## config.mk

```make
export PLATFORM = sky130hd
export DESIGN_NAME = ultrasonic_echo_tank_level_core
export DESIGN_NICKNAME = d
export VERILOG_FILES = /design/src/design/uetl_pkg.sv /design/src/design/ultrasonic_echo_tank_level_core.sv /design/src/design/uetl_front.sv /design/src/design/uetl_queue.sv /design/src/design/uetl_back.sv
export VERILOG_INCLUDE_DIRS = /design/src /design/src/design
export SDC_FILE = /design/constraint.sdc
export NUM_CORES = 1
export LEC_CHECK = 0
export CAP_MARGIN = 20
export CELL_PAD_IN_SITES_DETAIL_PLACEMENT = 2
export CELL_PAD_IN_SITES_GLOBAL_PLACEMENT = 2
export CORE_MARGIN = 1.5
export CORE_UTILIZATION = 38
export DETAILED_ROUTE_END_ITERATION = 10
export DONT_BUFFER_PORTS = 1
export PLACE_DENSITY = 0.82
export SLEW_MARGIN = 20
export SYNTH_ARGS = -nofsm -noshare
export SYNTH_HDL_FRONTEND = slang
export SYNTH_HIERARCHICAL = 1
export SYNTH_SLANG_ARGS = --single-unit
```

## constraint.sdc

```tcl
create_clock -name clk -period 7.1 [get_ports clk]
set_input_delay 0.355 -clock clk [delete_from_list [all_inputs] [get_ports clk]]
set_output_delay 0.355 -clock clk [all_outputs]
set_load 0.005 [all_outputs]
```

## src/design/assert_macros.svh

```systemverilog
// Assertion macros shared by the RTL modules.
// No dependencies; included by files that check their own logic.
`ifndef ASSERT_MACROS_SVH
`define ASSERT_MACROS_SVH
`ifndef SYNTHESIS
// Check that cons holds in the same cycle as ante.
`define AST_IMPL(lbl, clk, rst, ante, cons) \
  lbl: assert property (@(posedge clk) disable iff (rst) (ante) |-> (cons)) \
    else $error("same-cycle check failed");
// Check that cons holds in the cycle after ante.
`define AST_NEXT(lbl, clk, rst, ante, cons) \
  lbl: assert property (@(posedge clk) disable iff (rst) (ante) |=> (cons)) \
    else $error("next-cycle check failed");
`else
`define AST_IMPL(lbl, clk, rst, ante, cons)
`define AST_NEXT(lbl, clk, rst, ante, cons)
`endif
`endif

```

## src/design/uetl_pkg.sv

```systemverilog
// Shared types, codes and constants of the ultrasonic tank level core.
// No dependencies; imported by the top level, uetl_front and uetl_back.
`default_nettype none

package uetl_pkg;

  // Defaults for the top-level parameters
  localparam int COUNT_BITS_DEF  = 16;
  localparam int QUEUE_DEPTH_DEF = 4;

  // Field and register widths
  localparam int STATUS_W   = 2;
  localparam int LEVEL_W    = 10;
  localparam int COLOUR_W   = 2;
  localparam int REG_IDX_W  = 3;
  localparam int CFG_DATA_W = 16;
  localparam int TLOW_W     = 8;
  localparam int THIGH_W    = 8;
  localparam int TIMEOUT_W  = 16;
  localparam int HEIGHT_W   = 14;

  // Level arithmetic: full = 58 * H (< 2^20), numerator < 1000 * full (< 2^30)
  localparam int US_PER_MM_X10 = 58;
  localparam int WIDTH_SCALE   = 10;
  localparam int LEVEL_SCALE   = 1000;
  localparam int FULL_W        = 20;
  localparam int NUM_W         = 30;
  localparam int DIV_STEPS     = 10;
  localparam int STEP_W        = 4;

  // Reset values of the configuration registers
  localparam logic [TLOW_W-1:0]    TLOW_RST    = TLOW_W'(2);
  localparam logic [THIGH_W-1:0]   THIGH_RST   = THIGH_W'(10);
  localparam logic [TIMEOUT_W-1:0] TIMEOUT_RST = TIMEOUT_W'(30000);
  localparam logic [HEIGHT_W-1:0]  HEIGHT_RST  = HEIGHT_W'(118);

  // Register indexes
  localparam logic [REG_IDX_W-1:0] REG_TRIG_LOW  = REG_IDX_W'(0);
  localparam logic [REG_IDX_W-1:0] REG_TRIG_HIGH = REG_IDX_W'(1);
  localparam logic [REG_IDX_W-1:0] REG_TIMEOUT   = REG_IDX_W'(2);
  localparam logic [REG_IDX_W-1:0] REG_TANK_H    = REG_IDX_W'(3);

  // Status codes
  localparam logic [STATUS_W-1:0] ST_OK         = STATUS_W'(0);
  localparam logic [STATUS_W-1:0] ST_NO_RISE    = STATUS_W'(1);
  localparam logic [STATUS_W-1:0] ST_TOO_LONG   = STATUS_W'(2);
  localparam logic [STATUS_W-1:0] ST_ZERO_WIDTH = STATUS_W'(3);

  // Colour codes and band limits
  localparam logic [COLOUR_W-1:0] COL_OFF    = COLOUR_W'(0);
  localparam logic [COLOUR_W-1:0] COL_RED    = COLOUR_W'(1);
  localparam logic [COLOUR_W-1:0] COL_YELLOW = COLOUR_W'(2);
  localparam logic [COLOUR_W-1:0] COL_GREEN  = COLOUR_W'(3);
  localparam logic [LEVEL_W-1:0]  RED_MAX    = LEVEL_W'(200);
  localparam logic [LEVEL_W-1:0]  YELLOW_MAX = LEVEL_W'(700);
  localparam logic [LEVEL_W-1:0]  GREEN_MAX  = LEVEL_W'(999);

  typedef enum logic [2:0] {
    PH_IDLE,
    PH_LOW,
    PH_HIGH,
    PH_RISE,
    PH_ECHO
  } phase_t;

  typedef enum logic [1:0] {
    BK_IDLE,
    BK_SCALE,
    BK_PREP,
    BK_DIV
  } back_state_t;

  typedef struct packed {
    logic action;
    logic echo_level;
  } item_t;

  typedef struct packed {
    logic                trigger_out;
    logic                busy_res;
    logic                done_res;
    logic [STATUS_W-1:0] status;
    logic [LEVEL_W-1:0]  level_tenths;
    logic [COLOUR_W-1:0] led_colour;
  } res_t;

  // Per-tick outcome handed from the sequencer to the level unit
  typedef struct packed {
    logic                trigger_out;
    logic                busy_res;
    logic                done_res;
    logic [STATUS_W-1:0] status;
  } tick_t;

endpackage

`default_nettype wire

```

## src/design/ultrasonic_echo_tank_level_core.sv

```systemverilog
// Top level of the ultrasonic tank level core: configuration registers,
// sequencer, queue and level unit. Depends on uetl_pkg and all uetl_* modules.
//
//   port group   direction  handshake          word
//   item         in         push / full        uetl_pkg::item_t (action, echo_level)
//   result       out        empty / pop        uetl_pkg::res_t (trigger .. led_colour)
//   wr_*         in         wr_en              wr_index, wr_data
//
// The sequencer takes one tick word per cycle while the 4-word queue has room.
// A word that does not finish a good measurement moves into the result register
// at the edge that pops it from the queue; one that does passes through the scale
// and prepare states and then the restoring divider that forms the level, or
// skips the divider when the level comes out zero.
// Reset is synchronous and needs no clearing pass. Input stalls when the queue
// fills; the level unit holds while the result word waits for pop.
`default_nettype none

module ultrasonic_echo_tank_level_core #(
  parameter int COUNT_BITS  = uetl_pkg::COUNT_BITS_DEF,
  parameter int QUEUE_DEPTH = uetl_pkg::QUEUE_DEPTH_DEF
) (
  input  logic                            clk,
  input  logic                            rst,
  input  logic                            push,
  output logic                            full,
  input  uetl_pkg::item_t                 item,
  output logic                            empty,
  input  logic                            pop,
  output uetl_pkg::res_t                  result,
  input  logic                            wr_en,
  input  logic [uetl_pkg::REG_IDX_W-1:0]  wr_index,
  input  logic [uetl_pkg::CFG_DATA_W-1:0] wr_data
);
  import uetl_pkg::*;

  localparam int Q_W = $bits(tick_t) + COUNT_BITS;

  logic [TLOW_W-1:0]     trig_low;
  logic [THIGH_W-1:0]    trig_high;
  logic [TIMEOUT_W-1:0]  timeout;
  logic [HEIGHT_W-1:0]   tank_h;
  tick_t                 f_tick, b_tick;
  logic [COUNT_BITS-1:0] f_width, b_width;
  logic                  f_push, q_full, q_empty, q_pop;
  logic [Q_W-1:0]        q_rd;

  // Configuration registers
  always_ff @(posedge clk) begin
    if (rst) begin
      trig_low  <= TLOW_RST;
      trig_high <= THIGH_RST;
      timeout   <= TIMEOUT_RST;
      tank_h    <= HEIGHT_RST;
    end else if (wr_en) begin
      unique case (wr_index)
        REG_TRIG_LOW:  trig_low  <= wr_data[TLOW_W-1:0];
        REG_TRIG_HIGH: trig_high <= wr_data[THIGH_W-1:0];
        REG_TIMEOUT:   timeout   <= wr_data[TIMEOUT_W-1:0];
        REG_TANK_H:    tank_h    <= wr_data[HEIGHT_W-1:0];
        default: begin
        end
      endcase
    end
  end

  uetl_front #(
    .COUNT_BITS (COUNT_BITS)
  ) u_front (
    .clk       (clk),
    .rst       (rst),
    .push      (push),
    .full      (full),
    .item      (item),
    .trig_low  (trig_low),
    .trig_high (trig_high),
    .timeout   (timeout),
    .q_push    (f_push),
    .q_full    (q_full),
    .q_tick    (f_tick),
    .q_width   (f_width)
  );

  uetl_queue #(
    .DATA_W (Q_W),
    .DEPTH  (QUEUE_DEPTH)
  ) u_queue (
    .clk     (clk),
    .rst     (rst),
    .push    (f_push),
    .full    (q_full),
    .wr_data ({f_tick, f_width}),
    .pop     (q_pop),
    .empty   (q_empty),
    .rd_data (q_rd)
  );

  assign {b_tick, b_width} = q_rd;

  uetl_back #(
    .COUNT_BITS (COUNT_BITS)
  ) u_back (
    .clk     (clk),
    .rst     (rst),
    .q_tick  (b_tick),
    .q_width (b_width),
    .q_empty (q_empty),
    .q_pop   (q_pop),
    .tank_h  (tank_h),
    .empty   (empty),
    .pop     (pop),
    .result  (result)
  );

endmodule

`default_nettype wire

```

## src/design/uetl_front.sv

```systemverilog
// Front sequencer: runs the trigger/echo phases, one tick word per cycle
// unless q_full. Feeds uetl_queue; needs uetl_pkg and assert_macros.svh.
`default_nettype none
`include "assert_macros.svh"

module uetl_front #(
  parameter int COUNT_BITS = uetl_pkg::COUNT_BITS_DEF
) (
  input  logic                             clk,
  input  logic                             rst,
  input  logic                             push,
  output logic                             full,
  input  uetl_pkg::item_t                  item,
  input  logic [uetl_pkg::TLOW_W-1:0]      trig_low,
  input  logic [uetl_pkg::THIGH_W-1:0]     trig_high,
  input  logic [uetl_pkg::TIMEOUT_W-1:0]   timeout,
  output logic                             q_push,
  input  logic                             q_full,
  output uetl_pkg::tick_t                  q_tick,
  output logic [COUNT_BITS-1:0]            q_width
);
  import uetl_pkg::*;

  localparam int CMP_W = (COUNT_BITS > TIMEOUT_W) ? COUNT_BITS : TIMEOUT_W;

  phase_t                phase, phase_next, ph_s0, ph_s1, ph_s2;
  logic [COUNT_BITS-1:0] ticks, ticks_next, t0, t1, t2;
  logic [COUNT_BITS-1:0] width, width_next, ew0;
  logic                  accept, started, low_end, high_end, rise_fail, echo_fail;

  assign accept = push && !q_full;
  assign full   = q_full;
  assign q_push = accept;

  // Walk the start, low-end and high-end transitions of this tick
  assign started  = (phase == PH_IDLE) && item.action;
  assign ph_s0    = started ? PH_LOW : phase;
  assign t0       = started ? '0 : ticks;
  assign ew0      = started ? '0 : width;
  assign low_end  = (ph_s0 == PH_LOW) && (t0 >= COUNT_BITS'(trig_low));
  assign ph_s1    = low_end ? PH_HIGH : ph_s0;
  assign t1       = low_end ? '0 : t0;
  assign high_end = (ph_s1 == PH_HIGH) && (t1 >= COUNT_BITS'(trig_high));
  assign ph_s2    = high_end ? PH_RISE : ph_s1;
  assign t2       = high_end ? '0 : t1;

  // Timeout and counter limit checks
  assign rise_fail = (CMP_W'(t2) >= CMP_W'(timeout)) || (&t2);
  assign echo_fail = (CMP_W'(ew0) >= CMP_W'(timeout)) || (&ew0);

  // Next phase and counters
  always_comb begin
    phase_next = ph_s2;
    ticks_next = t2;
    width_next = ew0;
    unique case (ph_s2)
      PH_IDLE: begin
      end
      PH_LOW, PH_HIGH: begin
        ticks_next = t2 + 1'b1;
      end
      PH_RISE: begin
        if (item.echo_level) begin
          phase_next = PH_ECHO;
          width_next = COUNT_BITS'(1);
        end else if (rise_fail) begin
          phase_next = PH_IDLE;
          ticks_next = '0;
        end else begin
          ticks_next = t2 + 1'b1;
        end
      end
      PH_ECHO: begin
        if (item.echo_level && !echo_fail) begin
          width_next = ew0 + 1'b1;
        end else begin
          phase_next = PH_IDLE;
          ticks_next = '0;
        end
      end
      default: begin
        phase_next = PH_IDLE;
        ticks_next = '0;
      end
    endcase
  end

  // Tick outcome
  always_comb begin
    q_tick             = '0;
    q_tick.trigger_out = (ph_s2 == PH_HIGH);
    q_tick.busy_res    = (phase_next != PH_IDLE);
    q_width            = width_next;
    unique case (ph_s2)
      PH_RISE: begin
        if (!item.echo_level && rise_fail) begin
          q_tick.done_res = 1'b1;
          q_tick.status   = ST_NO_RISE;
        end
      end
      PH_ECHO: begin
        if (item.echo_level) begin
          if (echo_fail) begin
            q_tick.done_res = 1'b1;
            q_tick.status   = ST_TOO_LONG;
          end
        end else begin
          q_tick.done_res = 1'b1;
          q_tick.status   = (ew0 == '0) ? ST_ZERO_WIDTH : ST_OK;
        end
      end
      default: begin
      end
    endcase
  end

  // Advance on each accepted word
  always_ff @(posedge clk) begin
    if (rst) begin
      phase <= PH_IDLE;
      ticks <= '0;
      width <= '0;
    end else if (accept) begin
      phase <= phase_next;
      ticks <= ticks_next;
      width <= width_next;
    end
  end

  `AST_NEXT(a_idle_holds, clk, rst, accept && phase == PH_IDLE && !item.action, phase == PH_IDLE)
  `AST_IMPL(a_done_not_busy, clk, rst, accept && q_tick.done_res, phase_next == PH_IDLE)

endmodule

`default_nettype wire

```

## src/design/uetl_queue.sv

```systemverilog
// Small first-in first-out queue between the sequencer and the level unit.
// Depends on assert_macros.svh only.
`default_nettype none
`include "assert_macros.svh"

module uetl_queue #(
  parameter int DATA_W = 8,
  parameter int DEPTH  = 4
) (
  input  logic              clk,
  input  logic              rst,
  input  logic              push,
  output logic              full,
  input  logic [DATA_W-1:0] wr_data,
  input  logic              pop,
  output logic              empty,
  output logic [DATA_W-1:0] rd_data
);

  localparam int AW    = (DEPTH > 1) ? $clog2(DEPTH) : 1;
  localparam int CNT_W = $clog2(DEPTH + 1);

  logic [DATA_W-1:0] mem [DEPTH];
  logic [AW-1:0]     wr_ptr, rd_ptr;
  logic [CNT_W-1:0]  count;
  logic              wr_ok, rd_ok;

  assign full    = (count == CNT_W'(DEPTH));
  assign empty   = (count == '0);
  assign wr_ok   = push && !full;
  assign rd_ok   = pop && !empty;
  assign rd_data = mem[rd_ptr];

  // Store the incoming word
  always_ff @(posedge clk) begin
    if (wr_ok) begin
      mem[wr_ptr] <= wr_data;
    end
  end

  // Advance pointers and occupancy
  always_ff @(posedge clk) begin
    if (rst) begin
      wr_ptr <= '0;
      rd_ptr <= '0;
      count  <= '0;
    end else begin
      if (wr_ok) begin
        wr_ptr <= (wr_ptr == AW'(DEPTH - 1)) ? '0 : wr_ptr + 1'b1;
      end
      if (rd_ok) begin
        rd_ptr <= (rd_ptr == AW'(DEPTH - 1)) ? '0 : rd_ptr + 1'b1;
      end
      if (wr_ok && !rd_ok) begin
        count <= count + 1'b1;
      end else if (rd_ok && !wr_ok) begin
        count <= count - 1'b1;
      end
    end
  end

  `AST_NEXT(a_drain, clk, rst, rd_ok && !wr_ok, count == $past(count) - CNT_W'(1))

endmodule

`default_nettype wire

```

## src/design/uetl_back.sv

```systemverilog
// Level unit: turns finished echo widths into fill level and colour and
// holds the result word. Depends on uetl_pkg and assert_macros.svh.
`default_nettype none
`include "assert_macros.svh"

module uetl_back #(
  parameter int COUNT_BITS = uetl_pkg::COUNT_BITS_DEF
) (
  input  logic                           clk,
  input  logic                           rst,
  input  uetl_pkg::tick_t                q_tick,
  input  logic [COUNT_BITS-1:0]          q_width,
  input  logic                           q_empty,
  output logic                           q_pop,
  input  logic [uetl_pkg::HEIGHT_W-1:0]  tank_h,
  output logic                           empty,
  input  logic                           pop,
  output uetl_pkg::res_t                 result
);
  import uetl_pkg::*;

  localparam int USED_W = COUNT_BITS + 4;
  localparam int CMP_W  = (USED_W > FULL_W) ? USED_W : FULL_W;

  back_state_t           state, state_next;
  tick_t                 tick_hold;
  logic [COUNT_BITS-1:0] width_hold;
  logic [FULL_W-1:0]     full_r, diff;
  logic [CMP_W-1:0]      used_r;
  logic [NUM_W-1:0]      rem, dvs, num;
  logic [LEVEL_W-1:0]    quo, quo_step, fin_level, level_held;
  logic [COLOUR_W-1:0]   colour_held, colour_new;
  logic [STEP_W-1:0]     step;
  logic                  out_valid, take, needs_div, zero_level, fits, finish, load;
  res_t                  res_next;

  assign empty = !out_valid;

  // Arithmetic of the level path
  assign zero_level = (used_r >= CMP_W'(full_r));
  assign diff       = full_r - used_r[FULL_W-1:0];
  assign num        = NUM_W'(diff) * NUM_W'(LEVEL_SCALE);
  assign fits       = (rem >= dvs);
  assign quo_step   = {quo[LEVEL_W-2:0], fits};
  assign fin_level  = (state == BK_DIV) ? quo_step : '0;

  // Colour bands; a full-scale level keeps the previous colour
  always_comb begin
    colour_new = colour_held;
    priority if (fin_level <= RED_MAX) begin
      colour_new = COL_RED;
    end else if (fin_level <= YELLOW_MAX) begin
      colour_new = COL_YELLOW;
    end else if (fin_level <= GREEN_MAX) begin
      colour_new = COL_GREEN;
    end
  end

  // Next state
  always_comb begin
    state_next = state;
    unique case (state)
      BK_IDLE:  if (take && needs_div) state_next = BK_SCALE;
      BK_SCALE: state_next = BK_PREP;
      BK_PREP:  state_next = zero_level ? BK_IDLE : BK_DIV;
      BK_DIV:   if (step == '0) state_next = BK_IDLE;
      default:  state_next = BK_IDLE;
    endcase
  end

  // Outputs of the control
  always_comb begin
    needs_div = q_tick.done_res && (q_tick.status == ST_OK);
    take      = (state == BK_IDLE) && !q_empty && (!out_valid || pop);
    q_pop     = take;
    finish    = ((state == BK_PREP) && zero_level) || ((state == BK_DIV) && (step == '0));
    load      = (take && !needs_div) || finish;
    if (finish) begin
      res_next = '{tick_hold.trigger_out, tick_hold.busy_res, tick_hold.done_res,
                   tick_hold.status, fin_level, colour_new};
    end else begin
      res_next = '{q_tick.trigger_out, q_tick.busy_res, q_tick.done_res,
                   q_tick.status, level_held, colour_held};
    end
  end

  // Level datapath: scale, form numerator, restoring divide
  always_ff @(posedge clk) begin
    if (take) begin
      tick_hold  <= q_tick;
      width_hold <= q_width;
    end
    unique case (state)
      BK_SCALE: begin
        full_r <= FULL_W'(tank_h) * FULL_W'(US_PER_MM_X10);
        used_r <= CMP_W'(width_hold) * CMP_W'(WIDTH_SCALE);
      end
      BK_PREP: begin
        rem  <= num;
        dvs  <= NUM_W'(full_r) << (DIV_STEPS - 1);
        quo  <= '0;
        step <= STEP_W'(DIV_STEPS - 1);
      end
      BK_DIV: begin
        if (fits) begin
          rem <= rem - dvs;
        end
        dvs  <= dvs >> 1;
        quo  <= quo_step;
        step <= step - 1'b1;
      end
      default: begin
      end
    endcase
    if (load) begin
      result <= res_next;
    end
  end

  // Control state and held level/colour
  always_ff @(posedge clk) begin
    if (rst) begin
      state       <= BK_IDLE;
      out_valid   <= 1'b0;
      level_held  <= '0;
      colour_held <= COL_OFF;
    end else begin
      state <= state_next;
      if (load) begin
        out_valid <= 1'b1;
      end else if (pop && out_valid) begin
        out_valid <= 1'b0;
      end
      if (finish) begin
        level_held  <= fin_level;
        colour_held <= colour_new;
      end
    end
  end

  `AST_IMPL(a_out_free, clk, rst, state == BK_PREP || state == BK_DIV, !out_valid)
  `AST_NEXT(a_div_step, clk, rst, state == BK_DIV && step != '0, state == BK_DIV && step == $past(step) - STEP_W'(1))

endmodule

`default_nettype wire
```

Word level (Yosys, flattened, before mapping)
Memories as Yosys holds them, arrays and structs flattened. A register that Yosys moved wholly into a read port is not among the register bits.
Cells that the tools add are included.
{ "classes": {"n_addsub": 9, "mul": 3, "magnitude_cmp": 9, "eq_ne": 18, "muxes": 47, "reduce_logical": 53} }
{ "op_table": {"columns": ["cell", "n"], "rows": [
  ["2-to-1 mux 16 bit", 9],
  ["one-hot mux 30 bit (2 select lines)", 2],
  ["one-hot mux 16 bit (4 select lines)", 1],
  ["2-to-1 mux 3 bit", 11],
  ["adder 16 x 1 -> 16 bit (second input constant)", 2],
  ["greater-or-equal comparator 16 bit", 2],
  ["greater-or-equal comparator 16 x 8 -> 1 bit", 2],
  ["one-hot mux 16 bit (2 select lines)", 1],
  ["AND reduction 16 bit", 2],
  ["greater-or-equal comparator 30 bit", 1],
  ["2-to-1 mux 30 bit", 1],
  ["subtractor 30 bit", 1],
  ["multiplier 20 x 7 -> 27 bit (second input constant)", 1],
  ["2-to-1 mux 2 bit", 11],
  ["greater-or-equal comparator 20 bit", 1],
  ["<= comparator 10 bit (second input constant)", 2],
  ["subtractor 20 bit", 1],
  ["multiplier 14 x 5 -> 19 bit (second input constant)", 1],
  ["multiplier 16 x 3 -> 19 bit (second input constant)", 1],
  ["logical AND 1 bit", 18],
  ["one-hot mux 9 bit (2 select lines)", 1],
  ["2-to-1 mux 17 bit", 1],
  ["zero test 16 bit", 1],
  ["== test 3 x 2 -> 1 bit (second input constant)", 5],
  ["26 further kinds", 60]
]} }
{ "word_totals": {"ff_bits": 252, "mem_bits_rw": 84, "input_bits": 26, "out_inout_bits": 19, "wordCells": 171, "n_memories": 1} }
{ "memory_table": {"columns": ["name", "words", "width", "rd", "rd_ports_with_merged_regs", "write_ports", "line_no", "source"], "rows": [
  ["u_queue.mem", 4, 21, 1, 1, 1, "uetl_queue.sv:23", "logic [DATA_W-1:0] mem [DEPTH];"]
]} }

Depth between registers and ports, before layout
{ "logic_depth": {"word_depth": 15, "mapped_depth": 34, "mapped_depth_nobuf": 29} }

By module
Netlist, hierarchy kept.
{ "modules_own_cells": {"columns": ["module", "n_inst", "cells_per_inst", "area_each_um2", "seq_area_each_um2"], "rows": [
  ["uetl_back", 1, 1383, 13988.4, 4744.6],
  ["uetl_front", 1, 569, 4136.5, 700.7],
  ["uetl_queue", 1, 159, 3537.1, 2702.6],
  ["ultrasonic_echo_tank_level_core", 1, 185, 1915.6, 920.9]
]} }

Least setup slack after synthesis
OpenSTA, ideal clock, no wires.
{ "synth_timing": {"path_type": "register to register", "startpoint": "register u_front.phase[0]", "endpoint": "memory u_queue/mem[0][19] (netlist bit), data pin", "setup_ps": 278, "t_arrival_ps": 6642, "required_ps": 6822, "slack_ps": 180, "stages_incl_launch_ff": 33, "n_path_buf": 8, "synth_period_minus_slack_ps": 6920, "cell_sequence": "dfxtp_1 > buf_6 > or4b_1 > buf_2 > clkbuf_1 > clkbuf_1 > clkbuf_1 > nand2_1 > ha_1 > nand2b_1 > a2111oi_0 > nor3_1 > o21a_1 > buf_2 > nor2_1 > nand2_1 > ha_1 > nand2b_1 > a31oi_1 > o211ai_1 > o31a_1 > nor3_1 > buf_2 > buf_2 > and2_1 > ha_1 > nand3_1 > or3_1 > nor3_1 > nand4_1 > nand3b_1 > o32ai_4 > or3_1"} }
{ "synth_lines": {"columns": ["item", "line_no", "source"], "rows": [
  ["from (decl)", "uetl_front.sv:26", "phase_t phase, phase_next, ph_s0, ph_s1, ph_s2;"],
  ["from (signal assigned)", "uetl_front.sv:124", "phase <= phase_next;"],
  ["to (decl)", "uetl_queue.sv:23", null]
]} }

Final worst setup path
{ "layout_timing": {"startpoint": "register u_back.full_r[5]", "endpoint": "register u_back.rem[28], data pin"} }
{ "layout_via": {"elab_chain_cells": 3} }
{ "layout_lines": {"columns": ["item", "line_no", "source"], "rows": [
  ["from (decl)", "uetl_back.sv:28", "logic [FULL_W-1:0] full_r, diff;"],
  ["from (signal assigned)", "uetl_back.sv:95", "full_r <= FULL_W'(tank_h) * FULL_W'(US_PER_MM_X10);"],
  ["subtractor 20 bit", "uetl_back.sv:41", "assign diff = full_r - used_r[FULL_W-1:0];"],
  ["multiplier 20 x 7 -> 27 bit", "uetl_back.sv:42", "assign num = NUM_W'(diff) * NUM_W'(LEVEL_SCALE);"],
  ["one-hot mux 30 bit (2 select lines)", "uetl_back.sv:93", "unique case (state)"],
  ["to (signal assigned)", "uetl_back.sv:99", "rem <= num;"],
  ["to (signal assigned)", "uetl_back.sv:106", "rem <= rem - dvs;"],
  ["to (decl)", "uetl_back.sv:30", "logic [NUM_W-1:0] rem, dvs, num;"]
]} }
No other way between the ends.
A chain may end at the register's enable or synchronous reset.

==> results.yml <==
layout:
  fin_cells: 3146
  drive_gt1_frac: 0.0930
  num-nets-final: 2666
  syn_to_final_growth_pct: 11.0
  n_fill_cell: 6447
timing:
  min_period_ps: 6870
  setup_viol: 0
  slew_headroom: 0.297
  timing.final.hold_violations: 0
  fmax_ghz: 0.145
  worst_slack_ps: 225
  worst_pin_slew_ps: 1050
  period_share: 0.968
  drv_slew: 0
  finClkSkew_ps: 29.9
  rsz0062_at_grt: "true"
  whs_ps: 30.2
clock_tree:
  cts_buffer_depth: 3
  cts_max_level: 2
  root_buffer: "clkbuf_16"
  clk_latency_ps: 590
  path_clk_slew_ps: 60
  cts_tree: "done"
  clock_sinks: 337
  cts_buffers: 41
grt:
  grt_max_degree: 76
  antenna_found_initial: 2
  grt_pass1_wl_mm: 119
  grt_pass1_vias: 20300
  grtUsageTotal: 0.241
  grt.overflow.total: 0
yosys:
  ys_warn_count: 6
  ys_ff_latch: 337
  synth_edf_count: 232
  synth-seq-area-share: 0.385
  syn_nets: 2641
  synth_cell_type_count: 99
  synth_commonest_cells: "inv_1 (260), edfxtp_1 (232), ha_1 (230)"
  ys.flop_type: "edfxtp_1"
  async_reset_ff_frac: 0
  synth_cells: 2296
  netlist_area_um2: 23600
  yosysMostFrequentCell: "inv_1"
  synth_top_area_cell: "edfxtp_1"
  yosysTopAreaCellShare: 0.295
  synth_area_leaders: "edfxtp_1 (30%), ha_1 (12%), dfxtp_1 (8.9%)"
  syn_avg_cell_area_um2: 10.3
route:
  vias: 17800
  drc: 0
  wl_met1_mm: 30.3
  routed_wl_mm: 77.2
  top_layer: "met4"
  postRouteAntennaNets: 0
  drt_iter0_markers: 797
  viasPerCell: 5.65
  route.met2.wl_mm: 42.0
  firstDrtPassIters: 5
  detail_route.wl_per_cell_um: 24.5
  wl_met3_mm: 2.35
floorplanning:
  core-area_um2: 61500
  die_area_um2: 63500
  initial_core_util: 0.383
  row_count: 91
  ios: 45
  die_h_um: 252
  die_w_um: 252
outcome:
  status: "complete, no violations"
flow_run:
  cap_violations: 0
setup_path:
  startpoint_type: "flop"
  end_kind: "flop"
  crit_type: "flop to flop"
  critPathRequiredTime_ps: 7420
  worstPathArrival_ps: 7190
  cp_max_fo: 6
placed_design:
  globalplace.congestion: 0.883
  dp_cells: 3043
  port_buffers: 0
  hpwl_mm: 56.8
  place_ws_ps: -383
min_path:
  hp-class: "primary input to flop"
-- state kept, by name, indices dropped and copies added, names as in the netlist, 16 cells and up, named ones only --
register	count
u_queue/mem	84
u_back/rem	30
u_back/dvs	29
u_back/full_r	19
u_back/used_r	19
u_back/result	17
timeout	16
u_back/width_hold	16
u_front/ticks	16
u_front/width	16
-- final timing paths --
check | start | end | slack, ps | cells past startpoint
setup / recovery | u_back/full_r[5] | u_back/rem[28] | 230 | 26
hold / removal | rst | u_queue/wr_ptr[0] | 30 | 3
setup reg to reg | u_back/full_r[5] | u_back/rem[28] | 230 | 26
hold reg to reg | timeout[15] | timeout[15] | 480 | 2
-- worst max-delay path, cell delays in order, from the launching register on --
cell and delay, ps:
edfxtp_1 450, ha_1 440, o21a_1 250, o21ai_1 250, a21oi_2 120, nor2_1 260
o21bai_2 160, a21o_1 210, a21o_1 220, xor2_2 210, fa_1 560, inv_1 70
fa_1 520, inv_1 60, fa_1 500, inv_1 50, fa_1 510, inv_1 50
ha_1 340, and4_1 260, and2_1 160, nand4_1 110, o21ai_2 270, o21ai_1 160
a21oi_1 180, xnor2_1 130, mux2i_1 90
-- metal layers --
metal  track usage  up-vias
met1         0.270     9132
met5             0        -
met3        0.0256      153
met2         0.471      326
li1              -     8179
met4        0.0789        0
-- final cells by class --
| type | count | area [um^2] | area share |
|---|---|---|---|
| tap | 790 | 988 | 0.0378 |
| inverter | 263 | 1010 | 0.0387 |
| clock inverter | 27 | 220 | 0.00842 |
| timing repair buffer | 59 | 522 | 0.0199 |
| sequential | 337 | 9070 | 0.347 |
| clock buffer | 49 | 1080 | 0.0411 |
| multi-input combinational | 1619 | 13300 | 0.507 |
| antenna | 2 | 5.00 | 0.000191 |
-- cell usage in the layout, fill, tap and decap left out, types with 41 or more instances in the layout --
master and n:
inv_1 260, mux2i_1 54, nand2b_1 67, nand3_1 41
nor3_1 44, dfxtp_1 104, ha_1 230, clkbuf_16 41
xnor2_1 60, fa_1 89, nor2_1 153, nand2_1 154
a21oi_1 118, xor2_1 42, a21o_1 44, edfxtp_1 232
o21ai_0 87
-- cells by family after synthesis --
family	Yosys count	share of synthesized area
compound gates	438	0.122
xor+xnor	112	0.0422
mux	91	0.0506
fa+ha+maj	320	0.198
simple gates	658	0.144
buf+inv	340	0.0582
flops	337	0.385
-- per-stage QoR --
step	cell area (um^2)	utilization	setup TNS (ps)
6_report	26200	0.426	0
5_1_grt	26200	0.425	-346
4_1_cts	26000	0.423	0
3_5_place_dp	24500	0.398	-903
3_3_place_gp	24500	0.398	0
2_1_floorplan	23600	-	0
-- timing repair --
item / CTS / global route
hold buffers: 19 / 0
setup buffers: 0 / 6
setup endpoints to repair: 8 / 31
gates resized for setup: 5 / 18
pin swaps: 0 / 4
hold endpoints to repair: 68 / 0
Power is not shown: default switching activity piles up to over one toggle a cycle in this logic, so the estimate is an artifact.
